File: config.mk
export PLATFORM = sky130hd
export DESIGN_NAME = xxtea_block_decrypt_unit
export DESIGN_NICKNAME = d
export VERILOG_FILES = /design/src/hw/rtl/xxbd_pkg.sv /design/src/hw/rtl/xxbd_ram.sv /design/src/hw/rtl/xxbd_datapath.sv /design/src/hw/rtl/xxbd_ctrl.sv /design/src/hw/rtl/xxtea_block_decrypt_unit.sv
export SDC_FILE = /design/constraint.sdc
export NUM_CORES = 2
export LEC_CHECK = 0
export BUFFER_PORTS_ARGS = -buffer_cell sky130_fd_sc_hd__clkbuf_2
export CORE_UTILIZATION = 45
export DETAILED_ROUTE_END_ITERATION = 7
export PLACE_DENSITY = 0.69
export SETUP_SLACK_MARGIN = 0.3
export SLEW_MARGIN = 20
export SYNTH_ARGS = -nofsm -noshare
export SYNTH_HDL_FRONTEND = slang
export SYNTH_HIERARCHICAL = 1
export SYNTH_SLANG_ARGS = --single-unit
File: constraint.sdc
create_clock -name clk -period 7.5 [get_ports clk]
set_input_delay 1.875 -clock clk [delete_from_list [all_inputs] [get_ports clk]]
set_output_delay 1.875 -clock clk [all_outputs]
set_load 0.01 [all_outputs]
File: src/hw/rtl/xxbd_pkg.sv
`timescale 1ns / 1ps

package xxbd_pkg;

  // Fixed widths of the data and configuration paths
  localparam int WORD_W  = 32;
  localparam int CFG_IW  = 3;
  localparam int ROUND_W = 6;

  // Width of the block length as seen by the round table
  localparam int LEN_W = 7;

  // Reset value of the per-round sum constant
  localparam logic [WORD_W-1:0] DELTA_RESET = 32'h6761_6C66;

  // Configuration register indexes
  localparam logic [CFG_IW-1:0] REG_KEY0  = 3'd0;
  localparam logic [CFG_IW-1:0] REG_KEY1  = 3'd1;
  localparam logic [CFG_IW-1:0] REG_KEY2  = 3'd2;
  localparam logic [CFG_IW-1:0] REG_KEY3  = 3'd3;
  localparam logic [CFG_IW-1:0] REG_DELTA = 3'd4;

  // Store read address selection
  typedef logic [2:0] rd_sel_t;
  localparam rd_sel_t RD_ZERO = 3'd0;
  localparam rd_sel_t RD_LAST = 3'd1;
  localparam rd_sel_t RD_PM1  = 3'd2;
  localparam rd_sel_t RD_PM2  = 3'd3;
  localparam rd_sel_t RD_P    = 3'd4;

  // Commands from the controller to the datapath
  typedef struct packed {
    logic    accept;
    logic    load_q;
    logic    load_y_sum;
    logic    start_round;
    logic    load_cur;
    logic    do_mix;
    logic    do_wr;
    logic    do_zmix;
    logic    do_zwr;
    logic    clr_p;
    logic    out_read;
    logic    finish;
    rd_sel_t rd_sel;
  } cmd_t;

  // Status from the datapath to the controller
  typedef struct packed {
    logic len_short;
    logic round_done;
    logic p_is_one;
    logic out_last;
  } sts_t;

  // Round count 6 + 52/len for a block of len >= 2 words
  function automatic logic [ROUND_W-1:0] xxbd_rounds(input logic [LEN_W-1:0] len);
    logic [ROUND_W-1:0] q;
    case (len) inside
      7'd2:              q = 6'd32;
      7'd3:              q = 6'd23;
      7'd4:              q = 6'd19;
      7'd5:              q = 6'd16;
      7'd6:              q = 6'd14;
      7'd7:              q = 6'd13;
      7'd8:              q = 6'd12;
      [7'd9:7'd10]:      q = 6'd11;
      [7'd11:7'd13]:     q = 6'd10;
      [7'd14:7'd17]:     q = 6'd9;
      [7'd18:7'd26]:     q = 6'd8;
      [7'd27:7'd52]:     q = 6'd7;
      default:           q = 6'd6;
    endcase
    return q;
  endfunction

  // XXTEA mixing function
  function automatic logic [WORD_W-1:0] xxbd_mix(input logic [WORD_W-1:0] z,
                                                 input logic [WORD_W-1:0] y,
                                                 input logic [WORD_W-1:0] sum,
                                                 input logic [WORD_W-1:0] k);
    logic [WORD_W-1:0] a;
    logic [WORD_W-1:0] b;
    a = ((z >> 5) ^ (y << 2)) + ((y >> 3) ^ (z << 4));
    b = (sum ^ y) + (k ^ z);
    return a ^ b;
  endfunction

endpackage

File: src/hw/rtl/xxbd_ram.sv
`timescale 1ns / 1ps

module xxbd_ram #(
  parameter int WIDTH = 32,
  parameter int DEPTH = 64
) (
  input  logic                     clk,
  input  logic                     wr_en,
  input  logic [$clog2(DEPTH)-1:0] wr_addr,
  input  logic [WIDTH-1:0]         wr_data,
  input  logic [$clog2(DEPTH)-1:0] rd_addr,
  output logic [WIDTH-1:0]         rd_data
);

  logic [WIDTH-1:0] mem [DEPTH];

  // Write one entry, read one entry with registered data
  always_ff @(posedge clk) begin
    if (wr_en) begin
      mem[wr_addr] <= wr_data;
    end
    rd_data <= mem[rd_addr];
  end

endmodule

File: src/hw/rtl/xxbd_datapath.sv
`timescale 1ns / 1ps

module xxbd_datapath
  import xxbd_pkg::*;
#(
  parameter int MAX_WORDS = 64
) (
  input  logic                clk,
  input  logic                rst_n,
  input  cmd_t                cmd,
  output sts_t                sts,
  input  logic [WORD_W-1:0]   in_word,
  input  logic                cfg_we,
  input  logic [CFG_IW-1:0]   cfg_index,
  input  logic [WORD_W-1:0]   cfg_data,
  output logic                out_strobe,
  output logic [WORD_W-1:0]   out_plain_word,
  output logic                out_block_end,
  output logic                out_overflowed
);

  localparam int AW = $clog2(MAX_WORDS);
  localparam int CW = $clog2(MAX_WORDS + 1);

  logic [WORD_W-1:0]  key_r [4];
  logic [WORD_W-1:0]  delta_r;
  logic [CW-1:0]      cnt_r;
  logic               ovf_r;
  logic [AW-1:0]      p_r;
  logic [ROUND_W-1:0] rnd_r;
  logic [WORD_W-1:0]  sum_r;
  logic [WORD_W-1:0]  y_r;
  logic [WORD_W-1:0]  cur_r;
  logic [WORD_W-1:0]  z_r;
  logic [WORD_W-1:0]  zlast_r;
  logic [WORD_W-1:0]  mix_r;
  logic               pend_r;
  logic               pend_last_r;

  logic               full;
  logic [AW-1:0]      last;
  logic [1:0]         e;
  logic [WORD_W-1:0]  new_word;
  logic [WORD_W-1:0]  rd_data;
  logic [AW-1:0]      rd_addr;
  logic               wr_en;
  logic [AW-1:0]      wr_addr;
  logic [WORD_W-1:0]  wr_data;

  assign full     = (cnt_r >= CW'(MAX_WORDS));
  assign last     = AW'(cnt_r - CW'(1));
  assign e        = sum_r[3:2];
  assign new_word = cur_r - mix_r;

  // Status toward the controller
  assign sts.len_short  = (cnt_r < CW'(2));
  assign sts.round_done = (rnd_r == '0) || (sum_r == '0);
  assign sts.p_is_one   = (p_r == AW'(1));
  assign sts.out_last   = (p_r == last);

  // Select the store read address
  always_comb begin
    case (cmd.rd_sel)
      RD_ZERO: rd_addr = '0;
      RD_LAST: rd_addr = last;
      RD_PM1:  rd_addr = p_r - AW'(1);
      RD_PM2:  rd_addr = p_r - AW'(2);
      RD_P:    rd_addr = p_r;
      default: rd_addr = '0;
    endcase
  end

  // Store port: incoming words, then updated words of each round
  always_comb begin
    wr_en   = (cmd.accept && !full) || cmd.do_wr || cmd.do_zwr;
    wr_addr = '0;
    wr_data = new_word;
    if (cmd.accept) begin
      wr_addr = cnt_r[AW-1:0];
      wr_data = in_word;
    end else if (cmd.do_wr) begin
      wr_addr = p_r;
    end
  end

  xxbd_ram #(
    .WIDTH (WORD_W),
    .DEPTH (MAX_WORDS)
  ) u_store (
    .clk     (clk),
    .wr_en   (wr_en),
    .wr_addr (wr_addr),
    .wr_data (wr_data),
    .rd_addr (rd_addr),
    .rd_data (rd_data)
  );

  // Configuration registers
  always_ff @(posedge clk) begin
    if (!rst_n) begin
      for (int i = 0; i < 4; i++) begin
        key_r[i] <= '0;
      end
      delta_r <= DELTA_RESET;
    end else if (cfg_we) begin
      unique case (cfg_index)
        REG_KEY0, REG_KEY1, REG_KEY2, REG_KEY3: key_r[cfg_index[1:0]] <= cfg_data;
        REG_DELTA:                              delta_r <= cfg_data;
        default:                                ;
      endcase
    end
  end

  // Block bookkeeping and output strobe
  always_ff @(posedge clk) begin
    if (!rst_n) begin
      cnt_r  <= '0;
      ovf_r  <= 1'b0;
      pend_r <= 1'b0;
    end else begin
      pend_r <= cmd.out_read;
      if (cmd.accept) begin
        if (full) begin
          ovf_r <= 1'b1;
        end else begin
          cnt_r <= cnt_r + CW'(1);
        end
      end
      if (cmd.finish) begin
        cnt_r <= '0;
        ovf_r <= 1'b0;
      end
    end
  end

  // Round datapath
  always_ff @(posedge clk) begin
    if (cmd.load_q) begin
      rnd_r <= xxbd_rounds(LEN_W'(cnt_r));
    end
    if (cmd.load_y_sum) begin
      y_r   <= rd_data;
      sum_r <= delta_r * {{(WORD_W-ROUND_W){1'b0}}, rnd_r};
    end
    if (cmd.start_round) begin
      p_r <= last;
    end
    if (cmd.load_cur) begin
      cur_r <= rd_data;
    end
    if (cmd.do_mix) begin
      z_r   <= rd_data;
      mix_r <= xxbd_mix(rd_data, y_r, sum_r, key_r[2'(p_r) ^ e]);
    end
    if (cmd.do_wr) begin
      y_r   <= new_word;
      cur_r <= z_r;
      p_r   <= p_r - AW'(1);
      if (p_r == last) begin
        zlast_r <= new_word;
      end
    end
    if (cmd.do_zmix) begin
      mix_r <= xxbd_mix(zlast_r, y_r, sum_r, key_r[e]);
    end
    if (cmd.do_zwr) begin
      y_r   <= new_word;
      sum_r <= sum_r - delta_r;
      rnd_r <= rnd_r - ROUND_W'(1);
    end
    if (cmd.clr_p) begin
      p_r <= '0;
    end
    if (cmd.out_read) begin
      p_r         <= p_r + AW'(1);
      pend_last_r <= sts.out_last;
    end
  end

  assign out_strobe     = pend_r;
  assign out_plain_word = rd_data;
  assign out_block_end  = pend_last_r;
  assign out_overflowed = ovf_r;

endmodule

File: src/hw/rtl/xxbd_ctrl.sv
`timescale 1ns / 1ps

module xxbd_ctrl
  import xxbd_pkg::*;
(
  input  logic clk,
  input  logic rst_n,
  input  logic start,
  input  logic final_word,
  input  sts_t sts,
  output cmd_t cmd,
  output logic busy
);

  localparam logic [3:0] S_IDLE  = 4'd0;
  localparam logic [3:0] S_PREP  = 4'd1;
  localparam logic [3:0] S_LOADY = 4'd2;
  localparam logic [3:0] S_RCHK  = 4'd3;
  localparam logic [3:0] S_RCUR  = 4'd4;
  localparam logic [3:0] S_MIX   = 4'd5;
  localparam logic [3:0] S_WR    = 4'd6;
  localparam logic [3:0] S_ZMIX  = 4'd7;
  localparam logic [3:0] S_ZWR   = 4'd8;
  localparam logic [3:0] S_OUT   = 4'd9;
  localparam logic [3:0] S_FIN   = 4'd10;

  logic [3:0] state_r;
  logic [3:0] state_nxt;

  assign busy = (state_r != S_IDLE);

  // Decode state into datapath commands and next state
  always_comb begin
    cmd       = '0;
    cmd.rd_sel = RD_ZERO;
    state_nxt = state_r;
    unique case (state_r)
      S_IDLE: begin
        cmd.accept = start;
        if (start && final_word) begin
          state_nxt = S_PREP;
        end
      end
      S_PREP: begin
        if (sts.len_short) begin
          cmd.clr_p = 1'b1;
          state_nxt = S_OUT;
        end else begin
          cmd.load_q = 1'b1;
          cmd.rd_sel = RD_ZERO;
          state_nxt  = S_LOADY;
        end
      end
      S_LOADY: begin
        cmd.load_y_sum = 1'b1;
        state_nxt      = S_RCHK;
      end
      S_RCHK: begin
        if (sts.round_done) begin
          cmd.clr_p = 1'b1;
          state_nxt = S_OUT;
        end else begin
          cmd.start_round = 1'b1;
          cmd.rd_sel      = RD_LAST;
          state_nxt       = S_RCUR;
        end
      end
      S_RCUR: begin
        cmd.load_cur = 1'b1;
        cmd.rd_sel   = RD_PM1;
        state_nxt    = S_MIX;
      end
      S_MIX: begin
        cmd.do_mix = 1'b1;
        state_nxt  = S_WR;
      end
      S_WR: begin
        cmd.do_wr = 1'b1;
        if (sts.p_is_one) begin
          state_nxt = S_ZMIX;
        end else begin
          cmd.rd_sel = RD_PM2;
          state_nxt  = S_MIX;
        end
      end
      S_ZMIX: begin
        cmd.do_zmix = 1'b1;
        state_nxt   = S_ZWR;
      end
      S_ZWR: begin
        cmd.do_zwr = 1'b1;
        state_nxt  = S_RCHK;
      end
      S_OUT: begin
        cmd.out_read = 1'b1;
        cmd.rd_sel   = RD_P;
        if (sts.out_last) begin
          state_nxt = S_FIN;
        end
      end
      S_FIN: begin
        cmd.finish = 1'b1;
        state_nxt  = S_IDLE;
      end
      default: begin
        state_nxt = S_IDLE;
      end
    endcase
  end

  // Advance the state
  always_ff @(posedge clk) begin
    if (!rst_n) begin
      state_r <= S_IDLE;
    end else begin
      state_r <= state_nxt;
    end
  end

endmodule

File: src/hw/rtl/xxtea_block_decrypt_unit.sv
`timescale 1ns / 1ps

// XXTEA block decryption unit.
// Input: present in_cipher_word / in_final_word with start; a transaction is
// taken at each edge where start is high and busy is low. Each word is written
// to the store as it is taken, so words of a block may come back to back while
// busy is low. The word with in_final_word set ends the block and raises busy.
// A block of len >= 2 words then runs up to 6 + 52/len rounds; each round is
// a round check, a load of the last word, then a mix and a write per word
// down to word 0 (one store read per step). Setup, the closing round check and
// the first store read come before the first result; a one-word block skips
// the rounds. Results then stream out one per cycle on out_strobe with
// out_block_end on the last word and out_overflowed on all words of a block
// that dropped words past MAX_WORDS. busy falls at the edge that ends the last
// result. The receiver cannot stall: each result shows for exactly one cycle.
// Configuration (cfg_we, cfg_index, cfg_data) must be written only while busy
// is low; the block does not enforce this. Indexes 0..3 are the key words, 4
// the round delta. Reset clears the word count, the overflow flag and the keys,
// and loads the delta with its default; store contents are not cleared.
module xxtea_block_decrypt_unit
  import xxbd_pkg::*;
#(
  parameter int MAX_WORDS = 64
) (
  input  logic              clk,
  input  logic              rst_n,
  input  logic              start,
  output logic              busy,
  input  logic [WORD_W-1:0] in_cipher_word,
  input  logic              in_final_word,
  input  logic              cfg_we,
  input  logic [CFG_IW-1:0] cfg_index,
  input  logic [WORD_W-1:0] cfg_data,
  output logic              out_strobe,
  output logic [WORD_W-1:0] out_plain_word,
  output logic              out_block_end,
  output logic              out_overflowed
);

  cmd_t cmd;
  sts_t sts;

  xxbd_ctrl u_ctrl (
    .clk        (clk),
    .rst_n      (rst_n),
    .start      (start),
    .final_word (in_final_word),
    .sts        (sts),
    .cmd        (cmd),
    .busy       (busy)
  );

  xxbd_datapath #(
    .MAX_WORDS (MAX_WORDS)
  ) u_datapath (
    .clk            (clk),
    .rst_n          (rst_n),
    .cmd            (cmd),
    .sts            (sts),
    .in_word        (in_cipher_word),
    .cfg_we         (cfg_we),
    .cfg_index      (cfg_index),
    .cfg_data       (cfg_data),
    .out_strobe     (out_strobe),
    .out_plain_word (out_plain_word),
    .out_block_end  (out_block_end),
    .out_overflowed (out_overflowed)
  );

endmodule

### Yosys cells after proc, flatten, opt, wreduce, memory -nomap -nowiden

Memories as Yosys holds them, arrays and structs flattened. A register that Yosys moved wholly into a read port is not among the register bits.
Index checks and enable logic that the tools add are counted.

* bits in registers: 250
* latch bits: 0
* bits in writable memories: 2176
* bits in read-only memories: 0
* output and inout bits: 36
* logic and storage cells: 180
* memories kept: 2

Memory list
* u_datapath.u_store.mem: depth 64, width 32, read ports 1, clocked after memory_dff 1, wr ports 1, line xxbd_ram.sv:15 `logic [WIDTH-1:0] mem [DEPTH];`
* u_datapath.key_r: depth 4, width 32, read ports 2, clocked after memory_dff 1, wr ports 4, line xxbd_datapath.sv:25 `logic [WORD_W-1:0] key_r [4];`

* $add $sub $neg: 12
* multipliers: 1
* divide/modulo/power cells: 0
* magnitude comparators: 12
* equal/unequal tests: 29
* shift-type cells: 0
* mux-type cells: 67
* bitwise gates (word level): 12
* reduce and logical (&&, ||, !) cells: 31

Operators by type and width (number)
* $mux 32: 11
* $xor 32x32->32: 5
* $add 32x32->32: 4
* $mux 6: 19
* $sub 32x32->32: 2
* $xor 27x32->32: 2
* $xor 29x32->32: 2
* $pmux 4 s9: 1
* $logic_not 32->1: 1
* $mul 32x6->32: 1
* $reduce_or 32->1: 1
* $eq 7x3->1 const B: 4
* $mux 1: 25
* $pmux 6 s4: 1
* $ge 7x4->1 const B: 3
* $sub 6x1->6 const B: 3
* $eq 4x3->1 const B: 4
* $mux 4: 4
* $eq 7x2->1 const B: 2
* $ge 7x5->1 const B: 2
* $le 7x4->1 const B: 2
* $le 7x5->1 const B: 2
* $eq 3x2->1 const B: 4
* $eq 4x4->1 const B: 3
* 32 further kinds: 56

### Logic depth before layout (Yosys ltp)

* depth in word-level cells: 16
* gate-level depth with buffers: 23
* mapped depth without buffers: 18

### By module

The synthesis kept the hierarchy.

Modules (own cells, without submodules)
* xxbd_ram: instances 1, cells an instance 3324, area each 78515.3 um2
* xxbd_datapath: instances 1, cells an instance 3474, area each 33275.7 um2
* xxbd_ctrl: instances 1, cells an instance 59, area each 409.1 um2

### Worst setup path after synthesis

No wires, ideal clock.

* path kind: in2reg
* start: in start
* end: mem u_datapath.u_store.mem[0][0], data pin
* library setup time: 0.702 ns
* arrival: 5.137 ns
* path slack: 1.661 ns
* stages on the path: 5
* cell sequence: and3_1 -> clkbuf_1 -> clkbuf_1 -> clkbuf_1 -> o21ai_0

* word-level cells in the longest chain between the ends: 2

RTL lines
* from (decl): line xxtea_block_decrypt_unit.sv:27 `input logic start,`
* $mux 1: line xxbd_ctrl.sv:37 `unique case (state_r)`
* $mux 32: line xxbd_datapath.sv:78 `if (cmd.accept) begin`
* named net u_datapath.wr_data[0]: line xxbd_datapath.sv:48 `logic [WORD_W-1:0] wr_data;`
* to (decl): line xxbd_ram.sv:15

The timed path passes the listed nets, and every way through them passes these cells.

==> impl_metrics.toml <==
[synthesis]
avgSynthCellArea_um2 = 16.4
synth_seq_cells = 2460
synthTopCellsByArea = "edfxtp_1 64%, mux4_2 12%, ha_1 2.6%"
ys.flop_type = "edfxtp_1"
synthTopCellsByCount = "2381 x edfxtp_1, 608 x mux4_2, 436 x nor2_1"
syn-instance-count = 6857
synth-edff-count = 2381
yosys.area.top_type_share_pct = 63.7
syn_area_mm2 = 0.112
synth_cell_types = 87
yosysSeqAreaShare_pct = 65.1
async_flop_share_pct = 0
yosysWarningCount = 6
yosysTopAreaCell = "edfxtp_1"
syn_nets = 7276
synth_most_common_cell = "edfxtp_1"

[die]
core_region_area_mm2 = 0.247
placementRows = 182
initial_core_util_pct = 45.5
die_h_um = 501
fp.dieW_um = 501
die-area_mm2 = 0.251
ioPinCount = 108

[cts]
cts_hold_buf = 0
tritoncts = "built"
clock_latency_ns = 0.87
cts_buffers = 234
clock_path_buffers = 3
cts_setup_buffers = 0
clock-sinks = 2460
h-tree-depth = 4
ctsResizeCount = 0
clk_pin_slew_ns = 0.06
cts.root.buffer_cell = "clkbuf_16"

[placement]
gp_congestion = 0.974
dpl.hpwl_um = 208000
place_area_mm2 = 0.118
io_buffers = 107

[sta]
rsz0062_at_grt = "false"
setup_viol = 0
finalHoldViolCount = 0
tns_ns = 0
finalCriticalPeriod_ns = 6.95
fmax_ghz = 0.144
report.final.slew_viol_count = 0
clock_skew_ns = 0.0441
relSlewSlack_pct = 20.8
fin_crit_sh_pct = 92.7
worstMarginPinSlew_ns = 1.19

[setup_path]
critical_path_class = "flop to flop"
cp_max_fo = 58
start_kind = "flop"
end_kind = "flop"
required_ns = 8.16
cp_cell_sequence = "nor4_1, nand4_1, o21ai_0, nor3b_1, a21oi_1, nor3b_2, buf_4, nor3b_1, a21oi_1, o21ai_4, buf_12, buf_4, mux4_2, mux4_2, o22ai_1, nor2_1"
slowest_stage = "o21ai_0"
max_stage_delay_ns = 0.82
arrival_ns = 7.61

[routing]
postRouteAntennaNets = 1
first_iter_violations = 8371
drc = 0
num_vias = 65200
drt_wl_total_um = 315000
dr.pass1.iters = 6
viasPerCell = 6.13
wl_per_cell_um = 29.6

[hold_path]
hold_path_class = "flop to flop"

[layout]
multi_input_area_mm2 = 0.0375
fillers = 19900
final_nets = 7533
layout-drive-gt1-share_pct = 20.6
area_growth_pct = 12.6
design_area_mm2 = 0.126
regArea_mm2 = 0.0731

[global_routing]
grt_antenna_before_repair = 14
overflow = 0
grt_pass1_vias = 64000
grt_max_degree = 90
grt_pass1_wl_um = 453000
grt_use_total_pct = 25.0

[outcome]
failed_checks = "antenna rules"
outcome = "finished with violations"

[power]
cellLeakagePower_nw = 41.9
ir_drop_v = 0.000237
power.density_mw_per_mm2 = 316

[flow_run]
drv_cap = 0
## report_power, final
group          internal, W  switching (W)
combinational      0.00447        0.00699
sequential          0.0161       0.000478
clock              0.00672        0.00517
total               0.0273         0.0126
## registers in the layout, indices dropped and copies added (netlist names), named ones only
register / flops
u_datapath/key_r: 128
u_datapath/mix_r: 32
u_datapath/out_strobe: 1
u_datapath/zlast_r: 32
u_datapath/cnt_r: 7
u_datapath/y_r: 32
u_datapath/out_block_end: 1
u_datapath/z_r: 32
u_datapath/u_store/rd_data: 32
u_datapath/u_store/mem: 2048
u_datapath/out_overflowed: 1
u_datapath/rnd_r: 6
u_ctrl/state_r: 4
u_datapath/delta_r: 32
u_datapath/cur_r: 32
u_datapath/sum_r: 32
u_datapath/p_r: 6
## per-layer routing
metal  share of wire, %  GRT usage, %  vias up
met5              0.033         0.270        -
met4                3.6          8.26        6
met3                 11          5.02      524
met2                 46          39.2     3675
met1                 39          34.8    33900
li1                   -             -    27200
## worst max-delay path: cells and delay by family (launching register included)
| kind | cells | cell delay [ns] |
|---|---|---|
| mux | 2 | 0.82 |
| buf+inv | 3 | 0.94 |
| flops | 1 | 0.64 |
| simple gates | 6 | 1.73 |
| compound gates | 5 | 2.45 |
## cell families (layout without fill, tap and decap cells)
| logic type | count (synthesis) | count (layout) | share of synthesized area (%) |
|---|---|---|---|
| compound gates | 980 | 980 | 5.50 |
| xor+xnor | 491 | 491 | 3.83 |
| fa+ha+maj | 347 | 347 | 4.64 |
| buf+inv | 627 | 1086 | 2.30 |
| flops | 2460 | 2460 | 65.1 |
| mux | 773 | 773 | 13.7 |
| other cells | 0 | 11 | 0 |
| simple gates | 1179 | 1179 | 4.86 |
## layout make-up
class                      instances  area share (%)
antenna                           11          0.0218
clock buffer                     286            4.91
clock inverter                   152            1.22
inverter                         306           0.909
multi-input combinational       3770            29.7
sequential                      2460            57.9
tap                             3312            3.28
timing repair buffer             342            2.15
## placed cells by master (no fill, tap or decap), types with 47 or more instances in the layout
cell type  count
edfxtp_1    2381
mux4_2       608
nor2_1       369
nand2_1      321
inv_1        301
a21oi_1      295
xor2_1       276
clkbuf_16    239
ha_1         232
xnor2_1      213
buf_4        205
o21ai_0      168
and2_1       117
fa_1         115
mux2i_1      111
clkbuf_2     107
a21o_1        95
o22ai_1       93
dfxtp_1       78
nor2_4        66
mux2_2        52
clkinv_2      47
## worst paths after layout
check / startpoint / endpoint / slack, ns / depth (start not counted)
worst max register to register: u_datapath/sum_r[30]$_DFFE_PN_ / u_datapath/u_store/rd_data[19]$_DFF_P_ / 0.55 / 16
worst min-delay path: u_datapath/delta_r[31]$_SDFFE_PN0P_ / u_datapath/delta_r[31]$_SDFFE_PN0P_ / 0.50 / 2
worst min register to register: u_datapath/delta_r[31]$_SDFFE_PN0P_ / u_datapath/delta_r[31]$_SDFFE_PN0P_ / 0.50 / 2
worst max-delay path: u_datapath/sum_r[30]$_DFFE_PN_ / u_datapath/u_store/rd_data[19]$_DFF_P_ / 0.55 / 16
## metrics by stage
step	utilization (%)	hold WS, ns	setup slack (ns)	cells	total power (W)
after global routing	51.2	0.554	0.555	10600	0.0413
after CTS	51.1	0.505	0.861	10600	0.0398
after detailed placement	48.0	0.495	0.960	10200	0.0279
final	51.2	0.496	0.548	10600	0.0399
after global placement	47.9	0.495	0.833	10200	0.0279
after floorplan	-	0.461	1.66	6857	0.0243
Note: power is estimated with default switching activity, not from simulation.
